## config.mk

```make
export PLATFORM = sky130hd
export DESIGN_NAME = nosc_strbuf
export DESIGN_NICKNAME = d
export VERILOG_FILES = /design/src/hw/rtl/nosc_pkg.sv /design/src/hw/rtl/nosc_strbuf.sv
export SDC_FILE = /design/constraint.sdc
export NUM_CORES = 2
export LEC_CHECK = 0
export ABC_AREA = 1
export BUFFER_PORTS_ARGS = -buffer_cell sky130_fd_sc_hd__buf_2
export CORE_AREA = 10 10 421 423
export CTS_CLUSTER_DIAMETER = 50
export DETAILED_ROUTE_END_ITERATION = 12
export DIE_AREA = 0 0 431 433
export PLACE_DENSITY = 0.63
export SLEW_MARGIN = 20
export SYNTH_ARGS = -nofsm -noshare
export SYNTH_HDL_FRONTEND = slang
export SYNTH_SLANG_ARGS = --single-unit
```

## constraint.sdc

```tcl
create_clock -name clk -period 2.7 [get_ports clk]
set_clock_uncertainty 0.15 [all_clocks]
set_input_delay 0.27 -clock clk [delete_from_list [all_inputs] [get_ports clk]]
set_output_delay 0.27 -clock clk [all_outputs]
set_load 0.02 [all_outputs]
```

## src/hw/rtl/nosc_pkg.sv

```systemverilog
// Shared types, command codes and character class helpers for the
// natural order string compare core. No dependencies.
`default_nettype none

package nosc_pkg;

  localparam logic [1:0] CMD_LEFT  = 2'd0;
  localparam logic [1:0] CMD_RIGHT = 2'd1;
  localparam logic [1:0] CMD_CMP   = 2'd2;

  localparam logic [7:0] CH_ZERO = 8'h30;

  typedef logic [1:0] rank_t;
  localparam rank_t RANK_OTHER = 2'd0;
  localparam rank_t RANK_PUNCT = 2'd1;
  localparam rank_t RANK_DIGIT = 2'd2;
  localparam rank_t RANK_ALPHA = 2'd3;

  typedef struct packed {
    logic append;
    logic clear;
  } buf_ctl_t;

  function automatic logic is_digit(input logic [7:0] c);
    return (c >= 8'h30) && (c <= 8'h39);
  endfunction

  function automatic logic is_alpha(input logic [7:0] c);
    return ((c >= 8'h41) && (c <= 8'h5A)) || ((c >= 8'h61) && (c <= 8'h7A));
  endfunction

  function automatic rank_t rank_of(input logic [7:0] c);
    rank_t r;
    if (is_digit(c)) r = RANK_DIGIT;
    else if (is_alpha(c)) r = RANK_ALPHA;
    else if ((c >= 8'h21) && (c <= 8'h7E)) r = RANK_PUNCT;
    else r = RANK_OTHER;
    return r;
  endfunction

  function automatic logic [7:0] upper_char(input logic [7:0] c);
    return ((c >= 8'h61) && (c <= 8'h7A)) ? (c - 8'h20) : c;
  endfunction

endpackage

`default_nettype wire

```

## src/hw/rtl/nosc_strbuf.sv

```systemverilog
// One string buffer: byte memory with fill count, append port and a
// registered read port. Depends on nosc_pkg.
`default_nettype none

module nosc_strbuf #(
  parameter int MAX_LEN = 256,
  localparam int CW = $clog2(MAX_LEN + 1),
  localparam int AW = $clog2(MAX_LEN)
) (
  input  logic              clk,
  input  logic              rst_n,
  input  nosc_pkg::buf_ctl_t ctl,
  input  logic [7:0]        wr_char,
  input  logic [CW-1:0]     rd_idx,
  output logic [7:0]        rd_data_r,
  output logic [CW-1:0]     count_r,
  output logic              drop
);
  import nosc_pkg::*;

  logic [7:0]    mem [MAX_LEN];
  logic          full;
  logic          wr_en;
  logic [CW-1:0] count_nxt;

  assign full  = (count_r == CW'(MAX_LEN));
  assign wr_en = ctl.append && !full;
  assign drop  = ctl.append && full;

  always_comb begin
    count_nxt = count_r;
    if (ctl.clear) begin
      count_nxt = '0;
    end else if (wr_en) begin
      count_nxt = count_r + 1'b1;
    end
  end

  always_ff @(posedge clk) begin
    if (!rst_n) begin
      count_r <= '0;
    end else begin
      count_r <= count_nxt;
    end
  end

  always_ff @(posedge clk) begin
    if (wr_en) begin
      mem[count_r[AW-1:0]] <= wr_char;
    end
    rd_data_r <= mem[rd_idx[AW-1:0]];
  end

endmodule

`default_nettype wire

```

==> summary.md <==
| Metric | Value |
|---|---|
| Outcome | `completed` |
| Crit. End Element | `register` |
| FF+latch count, synth | `2065` |
| Share of flip-flops with an asynchronous set or reset | `0%` |
| Antenna-violating nets left | `0` |
| Filler instances | `13539` |
| FMAX | `389.1 MHz` |
| Largest net degree at the start of global routing | `135` |
| Clock slew seen by the registers of the worst setup and hold paths | `~0.060 ns` |
| GP Congestion | `0.9268` |
| Peak VDD IR | `0.6878 mV` |
| Pwr Density | `699.0 nW/um^2` |
| PortBufs | `37` |
| Final WL | `226.7 mm` |
| Vias in the first global route | `52826` |
| Chip Width | `431 um` |
| WHS | `0.1559 ns` |
| Hold Crit Class | `in -> reg` |
| Syn Nets | `7071` |
| Global-route wire length before repair | `approximately 340 mm` |
| Critical path, cell by cell | `inv_1, ha_1, nand3_1, nor2_1, nor2_2, buf_12, nand2_2, buf_4, nor2_1, buf_4` |
| Crit start category | `register` |
| CP Data Required Time | `just over 3 ns` |
| Pre-CTS setup slack | `-0.01256 ns` |
| Drt wl/cell | `23.28 um` |
| GR Overflow Total | `0` |
| Hold violation total from the final report | `0` |
| Skew-Pair Late Insertion Delay | `0.81 ns` |
| Slew headroom | `between 50% and 60%` |
| Primary FF master, synth | `edfxtp_1` |
| Core box area | `approximately 170000 sq um` |
| EDFF count, synth | `~2000` |
| Row count | `151` |
| Initial antenna violation count | `8` |
| Initial core utilization | `between 40% and 50%` |
| Count leader, synth | `nand2_1` |
| Cells after synthesis | `7046` |
| Vias per cell | `5.691` |
| GRT Overall Usage | `23.87%` |
| CP arrival | `2.93 ns` |
| Postcts setup bufs | `0` |
| H-tree depth | `4` |
| Crit-path max cell delay | `0.38 ns` |
| # clock sinks | `around 2100` |
| Die height | `433 um` |
| I/O Pins | `39` |
| Tcrit/Tclk final | `between 90% and 100%` |
| Hpwl dp | `135.1 mm` |
| Avg Inst Size Synth | `11.91 sq um` |
| Leading area contributor after synthesis | `edfxtp_1` |
| Commonest cells post-synth | `nand2_1, edfxtp_1, nand3_1` |
| Drt initial violations | `6813` |
| Area contributors post-synth | `edfxtp_1, nand3_1, nand2_1, buf_2, nor2_1` |
| CP Max Fanout | `29` |
| Type of the worst setup path | `reg -> reg` |
| Worst-case clock buffer depth | `3` |
| LEAKAGE | `34.45 nW` |
| Clock root buffer | `clkbuf_16` |
| Top cell type's share of synthesized area | `around three quarters` |
| Max cap viols | `0` |
| Mapped Area | `83910 sq um` |
| DRC | `0` |
| CTS Buf Count | `210` |
| Vias post-DR | `55419` |
| Yosys cell types | `23` |
| CTS tree | `done` |
| Nets | `7368` |
| Crit path time final | `roughly 2.6 ns` |
| Drt first pass iters | `9` |
| Die Area | `186600 sq um` |
| Layout cells sized above 1 | `11.72%` |
| Worst Slack Setup Final | `0.1301 ns` |
| CP max stage cell | `dfxtp_1` |
| Sequential share of the synthesized area | `73.70%` |
| Final setup vio count | `0` |
| Worst-margin pin slew | `about 0.74 ns` |
| Synth warn | `0` |
| Area delta synth->final | `15.11%` |
| Fin. max-slew vios | `0` |
-- worst max-delay path, delay by kind of cell (launching register included) --
family | cells | cell delay (ns)
fa+ha+maj | 1 | 0.21
buf+inv | 4 | 0.80
flops | 1 | 0.38
simple gates | 5 | 0.69
-- flip-flops by register name (all words and copies together) (netlist names) --
register	flops
rd_data_r	8
count_r	9
mem	2048
-- layout make-up --
| cell class | instances | area [sq um] | area share [%] |
|---|---|---|---|
| Clock inverter | 127 | 1104 | 1.143 |
| Sequential cell | 2065 | 61840 | 64.03 |
| Tap cell | 2218 | 2775 | 2.873 |
| Clock buffer | 259 | 5565 | 5.762 |
| Timing Repair Buffer | 569 | 5708 | 5.910 |
| Inverter | 49 | 217.7 | 0.2254 |
| Antenna cell | 3 | 7.507 | 0.007773 |
| Multi-Input combinational cell | 4448 | 19370 | 20.05 |
-- power by group --
group / leakage, nW / internal (mW) / total, mW / switching [mW]
sequential: 18.5 / 35.2 / 35.3 / 0.0493
clock: 3.22 / 16.0 / 28.1 / 12.1
combinational: 12.7 / 1.15 / 4.12 / 2.97
total: 34.4 / 52.4 / 67.5 / 15.1
-- layout by cell type, fill, tap and decap left out, drive strengths merged, types with 16 or more instances in the layout --
cell and n:
nand2 2125, edfxtp 2048, nand3 2030, buf 554, nor2 270, clkbuf 259
clkinv 90, inv 55, dfxtp 17, clkinvlp 16
-- path summary, 6_finish.rpt --
kind	cells past startpoint	endpoint	slack, ns	start
setup / recovery	10	mem[234][5]$_DFFE_PP_	0.13	count_r[1]$_SDFFE_PP0P_
hold / removal	7	rd_data_r[0]$_DFF_P_	0.16	rd_idx[5]
hold reg to reg	1	count_r[4]$_SDFFE_PP0P_	0.39	count_r[4]$_SDFFE_PP0P_
setup reg to reg	10	mem[234][5]$_DFFE_PP_	0.13	count_r[1]$_SDFFE_PP0P_
-- repair_timing --
item,CTS,global route
hold buffers,15,0
endpoints found under the setup margin,0,27
gates resized for setup,0,3
hold endpoints to repair,917,0
-- logic make-up (layout without fill, tap and decap cells) --
logic type / count (synthesis) / after routing / synth area share (%)
buf+inv: 533 / 1004 / 3.279
compound gates: 13 / 13 / 0.08500
fa+ha+maj: 4 / 4 / 0.05965
simple gates: 4431 / 4431 / 22.88
flops: 2065 / 2065 / 73.70
other cells: 0 / 3 / 0
-- stage by stage --
step / cells / instance area (sq um) / TNS [ns] / total power, mW / util [%]
6_report: 9738 / 96580 / 0 / 67.51 / 57.25
5_1_grt: 9737 / 96580 / -0.01226 / 69.54 / 57.25
4_1_cts: 9735 / 96570 / 0 / 67.83 / 57.24
3_5_place_dp: 9334 / 89750 / -0.01256 / 40.05 / 53.20
3_3_place_gp: 9334 / 89750 / -0.008758 / 39.99 / 53.20
2_1_floorplan: 7046 / 83920 / 0 / 38.09 / -
-- routing by layer --
metal,GRT usage (%),part of all wire [%],vias to the layer above
met4,8.804,3.7,0
met2,38.14,47,2423
met5,0,0,-
li1,-,-,25662
met1,32.98,40,26928
met3,4.096,8.6,406
Note: power is estimated with default switching activity, not from simulation.
